File: config.mk
export PLATFORM = sky130hd
export DESIGN_NAME = slot_id_lookup_table
export DESIGN_NICKNAME = d
export VERILOG_FILES = /design/src/rtl/sidlt_pkg.sv /design/src/rtl/slot_id_lookup_table.sv
export SDC_FILE = /design/constraint.sdc
export NUM_CORES = 1
export LEC_CHECK = 0
export BUFFER_PORTS_ARGS = -buffer_cell sky130_fd_sc_hd__buf_2
export CORE_MARGIN = 3
export CORE_UTILIZATION = 45
export CTS_BUF_LIST = sky130_fd_sc_hd__clkbuf_16
export DETAILED_ROUTE_END_ITERATION = 16
export PLACE_DENSITY = 0.72
export SETUP_SLACK_MARGIN = 0.05
export SLEW_MARGIN = 25
export SYNTH_ARGS = -nofsm -noshare
export SYNTH_HDL_FRONTEND = slang
export SYNTH_SLANG_ARGS = --single-unit
File: constraint.sdc
create_clock -name clk -period 12.55 [get_ports clk]
set_input_delay 2.51 -clock clk [delete_from_list [all_inputs] [get_ports clk]]
set_output_delay 2.51 -clock clk [all_outputs]
set_load 0.02 [all_outputs]
File: src/rtl/sidlt_pkg.sv
// Package for the slot ID lookup table: field widths, command and status
// codes, and the transaction structs shared by the top level and its users.
// No dependencies.
`default_nettype none

package sidlt_pkg;

    localparam int SLOTS_DEFAULT = 16;
    localparam int ID_W          = 32;
    localparam int OBJ_W         = 32;
    localparam int COUNT_OUT_W   = 5;

    localparam logic [ID_W-1:0] INVALID_ID_RESET = '1;

    typedef enum logic [1:0] {
        MODE_FIND   = 2'd0,
        MODE_ADD    = 2'd1,
        MODE_REMOVE = 2'd2,
        MODE_CLEAR  = 2'd3
    } mode_t;

    typedef enum logic [1:0] {
        ST_OK        = 2'd0,
        ST_NOT_FOUND = 2'd1,
        ST_FULL      = 2'd2,
        ST_INVALID   = 2'd3
    } status_t;

    typedef struct packed {
        mode_t            mode;
        logic [ID_W-1:0]  lookup_id;
        logic [OBJ_W-1:0] object_ref;
    } cmd_t;

    typedef struct packed {
        status_t                status;
        logic [ID_W-1:0]        result_id;
        logic [OBJ_W-1:0]       result_ref;
        logic [COUNT_OUT_W-1:0] occupied_count;
    } result_t;

    // One table entry: the slot's ID and the object it holds (0 = empty)
    typedef struct packed {
        logic [ID_W-1:0]  id;
        logic [OBJ_W-1:0] obj;
    } entry_t;

endpackage

`default_nettype wire

File: src/rtl/slot_id_lookup_table.sv
// Slot ID lookup table: top level with the slot memory, the scan sequencer
// and the counters. Depends on sidlt_pkg.
//
//   channel   | signals                   | handshake
//   ----------+---------------------------+----------------------------------
//   command   | start, busy, cmd          | taken on start && !busy
//   result    | done, result              | one-cycle strobe, no back-pressure
//   config    | cfg_we, cfg_wdata         | written on cfg_we, no wait
//
// A transaction that is rejected up front, a clear, or a find/remove on an
// empty table answers in the cycle after it is taken, without raising busy.
// Otherwise the sequencer scans the single-port slot memory one entry per
// cycle (registered read); an add that finds room and a remove that hits
// then pass through a write-back state before the result.
// Reset clears the counters and the sequencer; memory contents are not reset.
// Results cannot be stalled.
`default_nettype none

module slot_id_lookup_table #(
    parameter int SLOTS = sidlt_pkg::SLOTS_DEFAULT
) (
    input  wire logic                      clk,
    input  wire logic                      rst_n,
    input  wire logic                      start,
    output logic                           busy,
    input  wire sidlt_pkg::cmd_t           cmd,
    output logic                           done,
    output sidlt_pkg::result_t             result,
    input  wire logic                      cfg_we,
    input  wire logic [sidlt_pkg::ID_W-1:0] cfg_wdata
);

    localparam int IW = (SLOTS > 1) ? $clog2(SLOTS) : 1;
    localparam int CW = $clog2(SLOTS + 1);

    typedef enum logic [2:0] {
        S_IDLE  = 3'b001,
        S_SCAN  = 3'b010,
        S_WRITE = 3'b100
    } state_t;

    state_t                          state_reg, state_next;
    sidlt_pkg::cmd_t                 op_reg, op_next;
    logic [CW-1:0]                   rd_idx_reg, rd_idx_next;
    logic                            cmp_valid_reg, cmp_valid_next;
    logic [IW-1:0]                   cmp_idx_reg, cmp_idx_next;
    logic [IW-1:0]                   wr_idx_reg, wr_idx_next;
    sidlt_pkg::entry_t               wr_entry_reg, wr_entry_next;
    logic                            dec_reg, dec_next;
    logic [CW-1:0]                   in_use_reg, in_use_next;
    logic [CW-1:0]                   occ_reg, occ_next;
    logic [sidlt_pkg::ID_W-1:0]      next_id_reg, next_id_next;
    logic [sidlt_pkg::ID_W-1:0]      invalid_id_reg;
    logic                            done_reg, done_next;
    sidlt_pkg::result_t              res_reg, res_next;
    sidlt_pkg::entry_t               rd_data_reg;

    sidlt_pkg::entry_t               mem [SLOTS];
    logic                            mem_rd_en;
    logic                            mem_we;
    logic [IW-1:0]                   mem_addr;

    logic                            hit;
    logic                            last;
    logic                            id_bad;

    assign busy   = (state_reg != S_IDLE);
    assign done   = done_reg;
    assign result = res_reg;

    // Entry under compare this cycle matches the pending command (for add: is an empty slot)
    always_comb
    begin
        case (op_reg.mode)
            sidlt_pkg::MODE_ADD: hit = (rd_data_reg.obj == '0);
            default:             hit = (rd_data_reg.id == op_reg.lookup_id);
        endcase
    end

    assign last   = ((CW'(cmp_idx_reg) + CW'(1)) == in_use_reg);
    assign id_bad = (cmd.lookup_id == invalid_id_reg);

    always_comb
    begin
        state_next     = state_reg;
        op_next        = op_reg;
        rd_idx_next    = rd_idx_reg;
        cmp_valid_next = 1'b0;
        cmp_idx_next   = cmp_idx_reg;
        wr_idx_next    = wr_idx_reg;
        wr_entry_next  = wr_entry_reg;
        dec_next       = dec_reg;
        in_use_next    = in_use_reg;
        occ_next       = occ_reg;
        next_id_next   = next_id_reg;
        done_next      = 1'b0;
        res_next       = res_reg;
        mem_rd_en      = 1'b0;
        mem_we         = 1'b0;
        mem_addr       = rd_idx_reg[IW-1:0];

        unique case (state_reg)
            S_IDLE:
            begin
                if (start)
                begin
                    op_next     = cmd;
                    rd_idx_next = '0;
                    dec_next    = 1'b0;
                    res_next.status         = sidlt_pkg::ST_OK;
                    res_next.result_id      = '0;
                    res_next.result_ref     = '0;
                    res_next.occupied_count = sidlt_pkg::COUNT_OUT_W'(occ_reg);
                    if (cmd.mode == sidlt_pkg::MODE_CLEAR)
                    begin
                        in_use_next = '0;
                        occ_next    = '0;
                        res_next.occupied_count = '0;
                        done_next   = 1'b1;
                    end
                    else if ((cmd.mode != sidlt_pkg::MODE_ADD && id_bad) ||
                             (cmd.mode == sidlt_pkg::MODE_ADD && cmd.object_ref == '0))
                    begin
                        res_next.status = sidlt_pkg::ST_INVALID;
                        done_next       = 1'b1;
                    end
                    else if (in_use_reg == '0)
                    begin
                        if (cmd.mode == sidlt_pkg::MODE_ADD)
                        begin
                            // Append the first slot
                            wr_idx_next       = '0;
                            wr_entry_next.id  = next_id_reg;
                            wr_entry_next.obj = cmd.object_ref;
                            in_use_next       = CW'(1);
                            state_next        = S_WRITE;
                        end
                        else
                        begin
                            res_next.status = sidlt_pkg::ST_NOT_FOUND;
                            done_next       = 1'b1;
                        end
                    end
                    else
                    begin
                        state_next = S_SCAN;
                    end
                end
            end

            S_SCAN:
            begin
                // Issue the next read while comparing the previous one
                if (rd_idx_reg < in_use_reg)
                begin
                    mem_rd_en      = 1'b1;
                    rd_idx_next    = rd_idx_reg + CW'(1);
                    cmp_valid_next = 1'b1;
                    cmp_idx_next   = rd_idx_reg[IW-1:0];
                end
                if (cmp_valid_reg)
                begin
                    if (hit)
                    begin
                        case (op_reg.mode)
                            sidlt_pkg::MODE_FIND:
                            begin
                                res_next.result_ref = rd_data_reg.obj;
                                done_next           = 1'b1;
                                state_next          = S_IDLE;
                            end
                            sidlt_pkg::MODE_REMOVE:
                            begin
                                wr_idx_next       = cmp_idx_reg;
                                wr_entry_next.id  = rd_data_reg.id;
                                wr_entry_next.obj = '0;
                                dec_next          = (rd_data_reg.obj != '0);
                                state_next        = S_WRITE;
                            end
                            default:
                            begin
                                // Reuse the empty slot
                                wr_idx_next       = cmp_idx_reg;
                                wr_entry_next.id  = next_id_reg;
                                wr_entry_next.obj = op_reg.object_ref;
                                state_next        = S_WRITE;
                            end
                        endcase
                    end
                    else if (last)
                    begin
                        if (op_reg.mode == sidlt_pkg::MODE_ADD)
                        begin
                            if (in_use_reg < CW'(SLOTS))
                            begin
                                wr_idx_next       = in_use_reg[IW-1:0];
                                wr_entry_next.id  = next_id_reg;
                                wr_entry_next.obj = op_reg.object_ref;
                                in_use_next       = in_use_reg + CW'(1);
                                state_next        = S_WRITE;
                            end
                            else
                            begin
                                res_next.status = sidlt_pkg::ST_FULL;
                                done_next       = 1'b1;
                                state_next      = S_IDLE;
                            end
                        end
                        else
                        begin
                            res_next.status = sidlt_pkg::ST_NOT_FOUND;
                            done_next       = 1'b1;
                            state_next      = S_IDLE;
                        end
                    end
                end
            end

            S_WRITE:
            begin
                mem_we     = 1'b1;
                mem_addr   = wr_idx_reg;
                done_next  = 1'b1;
                state_next = S_IDLE;
                if (op_reg.mode == sidlt_pkg::MODE_ADD)
                begin
                    next_id_next       = next_id_reg + sidlt_pkg::ID_W'(1);
                    res_next.result_id = next_id_reg;
                    if (occ_reg < CW'(SLOTS))
                    begin
                        occ_next = occ_reg + CW'(1);
                    end
                end
                else if (dec_reg && occ_reg != '0)
                begin
                    occ_next = occ_reg - CW'(1);
                end
                res_next.occupied_count = sidlt_pkg::COUNT_OUT_W'(occ_next);
            end

            default:
            begin
                state_next = S_IDLE;
            end
        endcase
    end

    always_ff @(posedge clk or negedge rst_n)
    begin
        if (!rst_n)
        begin
            state_reg      <= S_IDLE;
            cmp_valid_reg  <= 1'b0;
            in_use_reg     <= '0;
            occ_reg        <= '0;
            next_id_reg    <= '0;
            invalid_id_reg <= sidlt_pkg::INVALID_ID_RESET;
            done_reg       <= 1'b0;
        end
        else
        begin
            state_reg     <= state_next;
            cmp_valid_reg <= cmp_valid_next;
            in_use_reg    <= in_use_next;
            occ_reg       <= occ_next;
            next_id_reg   <= next_id_next;
            done_reg      <= done_next;
            if (cfg_we)
            begin
                invalid_id_reg <= cfg_wdata;
            end
        end
    end

    always_ff @(posedge clk)
    begin
        op_reg       <= op_next;
        rd_idx_reg   <= rd_idx_next;
        cmp_idx_reg  <= cmp_idx_next;
        wr_idx_reg   <= wr_idx_next;
        wr_entry_reg <= wr_entry_next;
        dec_reg      <= dec_next;
        res_reg      <= res_next;
    end

    // Single-port slot memory, registered read
    always_ff @(posedge clk)
    begin
        if (mem_we)
        begin
            mem[mem_addr] <= wr_entry_reg;
        end
        if (mem_rd_en)
        begin
            rd_data_reg <= mem[mem_addr];
        end
    end

    // A result always lands with the sequencer back in idle
    assert property (@(posedge clk) disable iff (!rst_n) done |-> !busy)
        else $error("result strobe while sequencer busy");

    // Occupied slots never exceed slots in use, which never exceed SLOTS
    assert property (@(posedge clk) disable iff (!rst_n)
        (occ_reg <= in_use_reg) && (in_use_reg <= CW'(SLOTS)))
        else $error("slot counters out of range");

    // Scan never reads past the slots in use
    assert property (@(posedge clk) disable iff (!rst_n)
        (state_reg == S_SCAN) |-> (rd_idx_reg <= in_use_reg))
        else $error("scan index beyond slots in use");

    // Each write-back is followed by exactly one result
    assert property (@(posedge clk) disable iff (!rst_n)
        (state_reg == S_WRITE) |=> (done && state_reg == S_IDLE))
        else $error("write-back did not complete the transaction");

endmodule

`default_nettype wire
-- Word level (Yosys, flattened, before mapping)
Memories as Yosys holds them, arrays and structs flattened. A register that Yosys moved wholly into a read port is not among the register bits.
Cells that the tools add are included.
- eq/ne operators: 36
- add/sub/neg operators: 6
- magnitude comparators: 3
- mux-type cells: 98
- reduce and logical (&&, ||, !) cells: 24
- operators by type and width (cell ; count):
    $mux W64 ; 10
    $pmux W64 S2 ; 2
    $mux W32 ; 4
    $pmux W32 S2 ; 2
    $mux W5 ; 17
    $mux W71 ; 1
    $eq A32 B32 Y1 ; 2
    $logic_not A32 Y1 ; 2
    $mux W4 ; 12
    $pmux W5 S2 ; 4
    $mux W3 ; 11
    $add A32 B1 Y32 const B ; 1
    $reduce_bool A32 Y1 ; 1
    $ne A3 B3 Y1 const B ; 9
    $ne A2 B2 Y1 const B ; 13
    $mux W1 ; 23
    $add A5 B1 Y5 const B ; 3
    $mux W2 ; 7
    $reduce_and A6 Y1 ; 2
    $reduce_and A11 Y1 ; 1
    $lt A5 B5 Y1 const B ; 2
    $reduce_and A10 Y1 ; 1
    $reduce_and A5 Y1 ; 2
    $pmux W4 S2 ; 1
    23 further kinds ; 34
- memories: 1
- register bits after elaboration: 294
- bits in writable memories: 1024
- logic and storage cells: 188
- memories (memory ; depth ; width ; rd ports ; clocked after memory_dff ; write ports ; RTL line ; RTL):
    mem ; 16 ; 64 ; 1 ; 1 ; 1 ; slot_id_lookup_table.sv:58 ; sidlt_pkg::entry_t mem [SLOTS];

-- Depth between registers and ports, before layout
- depth in word-level cells: 7
- mapped depth: 9

-- Worst setup path before layout
No wires, ideal clock.
- kind: register to register
- from: reg state_reg[2]
- to: reg cmp_valid_reg
- cell stages (with the launch flop): 6
- setup time: 606 ps
- path slack: 5727 ps
- clock period less this slack: 6823 ps
- data arrival time: 6216 ps
- buffers on the path: 3
- path through: dfrtp_1 -> or3b_2 -> clkbuf_1 -> buf_1 -> buf_1 -> nor3_1
- longest elaborated chain between the ends: 2
- ends and longest elaborated chain (item ; RTL line ; RTL):
    from (decl) ; slot_id_lookup_table.sv:42 ; state_t state_reg, state_next;
    from (signal assigned) ; slot_id_lookup_table.sv:262 ; state_reg <= state_next;
    $eq A3 B2 Y1 ; slot_id_lookup_table.sv:102 ; unique case (state_reg)
    $mux W1 ; slot_id_lookup_table.sv:102 ;
    via cmp_valid_next ; slot_id_lookup_table.sv:45 ; logic cmp_valid_reg, cmp_valid_next;
    to (signal assigned) ; slot_id_lookup_table.sv:263 ; cmp_valid_reg <= cmp_valid_next;
    to (decl) ; slot_id_lookup_table.sv:45 ;
The timed path passes the listed nets, and every way through them passes these cells.
A chain may end at the register's enable or synchronous reset.

-- Worst setup path after layout
- from: in cmd[31] (netlist bit)
- to: reg wr_entry_reg[4] (netlist bit), enable pin
- longest elaborated chain between the ends: 5
- ends and longest elaborated chain (item ; RTL line ; RTL):
    from (decl) ; slot_id_lookup_table.sv:26 ; input wire sidlt_pkg::cmd_t cmd,
    $logic_not A32 Y1 ; slot_id_lookup_table.sv:122 ; (cmd.mode == sidlt_pkg::MODE_ADD && cmd.object_ref == '0))
    $logic_and A1 B1 Y1 ; slot_id_lookup_table.sv:122 ;
    $logic_or A1 B1 Y1 ; slot_id_lookup_table.sv:121 ; else if ((cmd.mode != sidlt_pkg::MODE_ADD && id_bad) ||
    $ne A2 B2 Y1 (no source line) ; - ;
    $reduce_and A11 Y1 (no source line) ; - ;
    to (signal assigned) ; slot_id_lookup_table.sv:281 ; wr_entry_reg <= wr_entry_next;
    to (decl) ; slot_id_lookup_table.sv:48 ; sidlt_pkg::entry_t wr_entry_reg, wr_entry_next;
Every way passes these cells.

==> out/results.ini <==
[die]
die_height_um = 359
die_w_um = 359
start_util = 0.456
num_rows = 128
fp.coreArea_um2 = 123000
io_pins = 175
die_area_um2 = 129000

[yosys]
synth_area_leaders = edfxtp_1 70%, mux2i_1 17%, dfrtp_1 2.1%
synthSimpleGateAreaFrac = 0.0300
yosysSeqAreaShare = 0.735
async_flop_share = 0.0572
yosysTopAreaCellShare = 0.699
synth_top_family_by_area = multiplexers
synthAdderAreaFrac = 0.00246
ys.flop_type = edfxtp_1
syn_area_per_cell_um2 = 18.2
syn_nets = 3180
synthMuxAreaShare = 0.189
syn_inst = 3067
synth-seq-cells = 1382
synth_compound_area_frac = 0.0136
synth-edff-count = 1303
ys_warn_count = 0
synth_top_cell_by_area = edfxtp_1
synth_xor_area_frac = 0.0153
yosysUniqueCellTypes = 68
synth_area_um2 = 56000

[clock_tree]
postCtsHoldBufs = 0
cts.sinks = 1382
cts-root-buf = clkbuf_16
cts-resized-gates = 0
clockBufferDepth = 3
clkTransAtPathRegs_ns = 0.06
htreeDepth = 4
cts_tree = done
cts_setup_buffers = 0
cts_inserted_buffers = 140
insertion_delay_ns = 0.76

[setup_path]
worstPathRequired_ns = 12.93
cp-end-kind = register
cp_max_fo = 44
critPathArrivalTime_ns = 6.18
worst-setup-path-type = input port to register
startpoint_type = input port

[global_route]
antenna_found_initial = 4
use_met1 = 0.272
first_global_vias = 28100
grt_pass1_wl_um = 183000
grt_usage = 0.195
gr-usage-met2 = 0.299
top_usage_layer = met2
overflow = 0
grt_max_degree = 145
met3_usage = 0.0560

[timing]
max_freq_mhz = 172
clock_skew_ns = 0.0271
setup_viol = 0
maxSlewViolCount = 0
slew_headroom = 0.209
grt_setup_unrepaired = no
hold_viol_final = 0
fin_tns_setup_ns = 0
fin_hold_ws_ns = 0.511
worst_slew_pin_slew_ns = 1.19
period_needed_ns = 5.81
fin_crit_sh = 0.463

[route]
first_iter_violations = 2730
drc = 0
viasPerCell = 5.55
first_pass_iters = 5
post_drt_wl_per_cell_um = 24.9
antenna_left = 0
vias = 28000
drt-total-wl_um = 126000

[placed_design]
hpwl_um = 69300
portBuffers = 174
gp_congestion = 0.803

[layout]
final_nets = 3414
final-seq-area_um2 = 41100
final.fill_count = 9815
drive_above_1_share = 0.165
largest_reg_flops = 1024
multi_input_area_um2 = 14200
area_growth_pct = 13.3

[flow_run]
max_cap_violations = 0

[power_and_ir_drop]
ir_worst_vdd_mv = 0.189
p_leak_nw = 24.0
p_total_w = 0.0115
p_per_area_nw_per_um2 = 181

[min_path]
hold_class = register to register

[run_status]
status = finished clean

==> critical path: stages <==
cell and delay, ns:
buf_2 0.24, nor4_2 0.59, buf_4 0.28, nand4_1 0.14, nor4b_1 0.77, a31oi_1 0.33
and2_1 0.33, a32o_4 0.44, buf_4 0.44
==> stage by stage <==
step	setup WS (ns)	util	instances	cell area [um^2]
2_1_floorplan	5.73	-	3067	56000
3_3_place_gp	6.06	0.479	4781	58800
3_5_place_dp	6.04	0.479	4782	58800
4_1_cts	6.76	0.516	5035	63300
5_1_grt	6.71	0.516	5037	63400
6_report	6.74	0.517	5041	63400
==> Yosys cell counts (all sizes together) (3+ instances only) <==
| cell type | n |
|---|---|
| clkbuf | 20 |
| nor3 | 14 |
| nor3b | 3 |
| nand2 | 41 |
| and3 | 8 |
| inv | 16 |
| a31o | 3 |
| nor4 | 26 |
| a22o | 32 |
| a21oi | 12 |
| a32o | 3 |
| mux2i | 969 |
| buf | 116 |
| edfxtp | 1303 |
| a31oi | 4 |
| xnor2 | 88 |
| or3 | 3 |
| nand3 | 19 |
| a21o | 3 |
| dfstp | 33 |
| mux2 | 68 |
| o31ai | 5 |
| nand4 | 35 |
| a41oi | 3 |
| nor2 | 48 |
| xor2 | 10 |
| ha | 11 |
| o21ai | 7 |
| and2 | 68 |
| dfrtp | 46 |
| nand2b | 16 |
==> report_power, final <==
group	leakage [nW]	total [W]	switching, W	internal (W)
Combinational	8.99	0.00200	0.00117	0.000832
Sequential	12.7	0.00541	0.000128	0.00528
Clock	2.29	0.00408	0.00174	0.00234
==> logic make-up after synthesis <==
group,after synthesis
xor gates and xnor gates,98
adders and majority gates,11
and+or+nand+nor,292
DFF,1382
buffers and inverters,152
AOI/OAI and AO/OA,95
muxes,1037
==> per-layer routing <==
metal  vias up  routed length (um)
li1      12500                   -
met1     14300               53800
met2      1031               57500
met3       202               11600
met4         0                2830
met5         -                   0
==> path summary, 6_finish.rpt <==
| check | start | slack [ns] | cells past startpoint | end |
|---|---|---|---|---|
| setup / recovery | cmd[31] | 6.74 | 9 | wr_entry_reg[4] |
| hold / removal | next_id_reg[28] | 0.51 | 1 | next_id_reg[28] |
| setup reg to reg | state_reg[2] | 7.56 | 11 | rd_data_reg[16] |
| hold reg to reg | next_id_reg[28] | 0.51 | 1 | next_id_reg[28] |
| max in group asynchronous | rst_n | 9.99 | 2 | next_id_reg[24] |
| min in group asynchronous | rst_n | 1.59 | 1 | cmp_valid_reg |
==> layout by cell type (no fill, tap or decap), drive strengths merged, types with 8 or more instances in the layout <==
master,count
a21oi,12
a22o,32
and2,68
and3,8
buf,228
bufinv,14
clkbuf,141
clkinv,56
dfrtp,46
dfstp,33
edfxtp,1303
ha,11
inv,55
mux2,68
mux2i,969
nand2,41
nand2b,16
nand3,19
nand4,35
nor2,48
nor3,14
nor4,26
xnor2,88
xor2,10
==> cell type report <==
cell class / count / share of cell area
antenna: 4 / 0.000158
tap: 1625 / 0.0321
multi-input combinational: 1533 / 0.225
sequential: 1382 / 0.649
clock inverter: 112 / 0.0153
inverter: 16 / 0.000967
clock buffer: 141 / 0.0557
timing repair buffer: 228 / 0.0221
No activity file was read; power rests on OpenSTA's default activity.
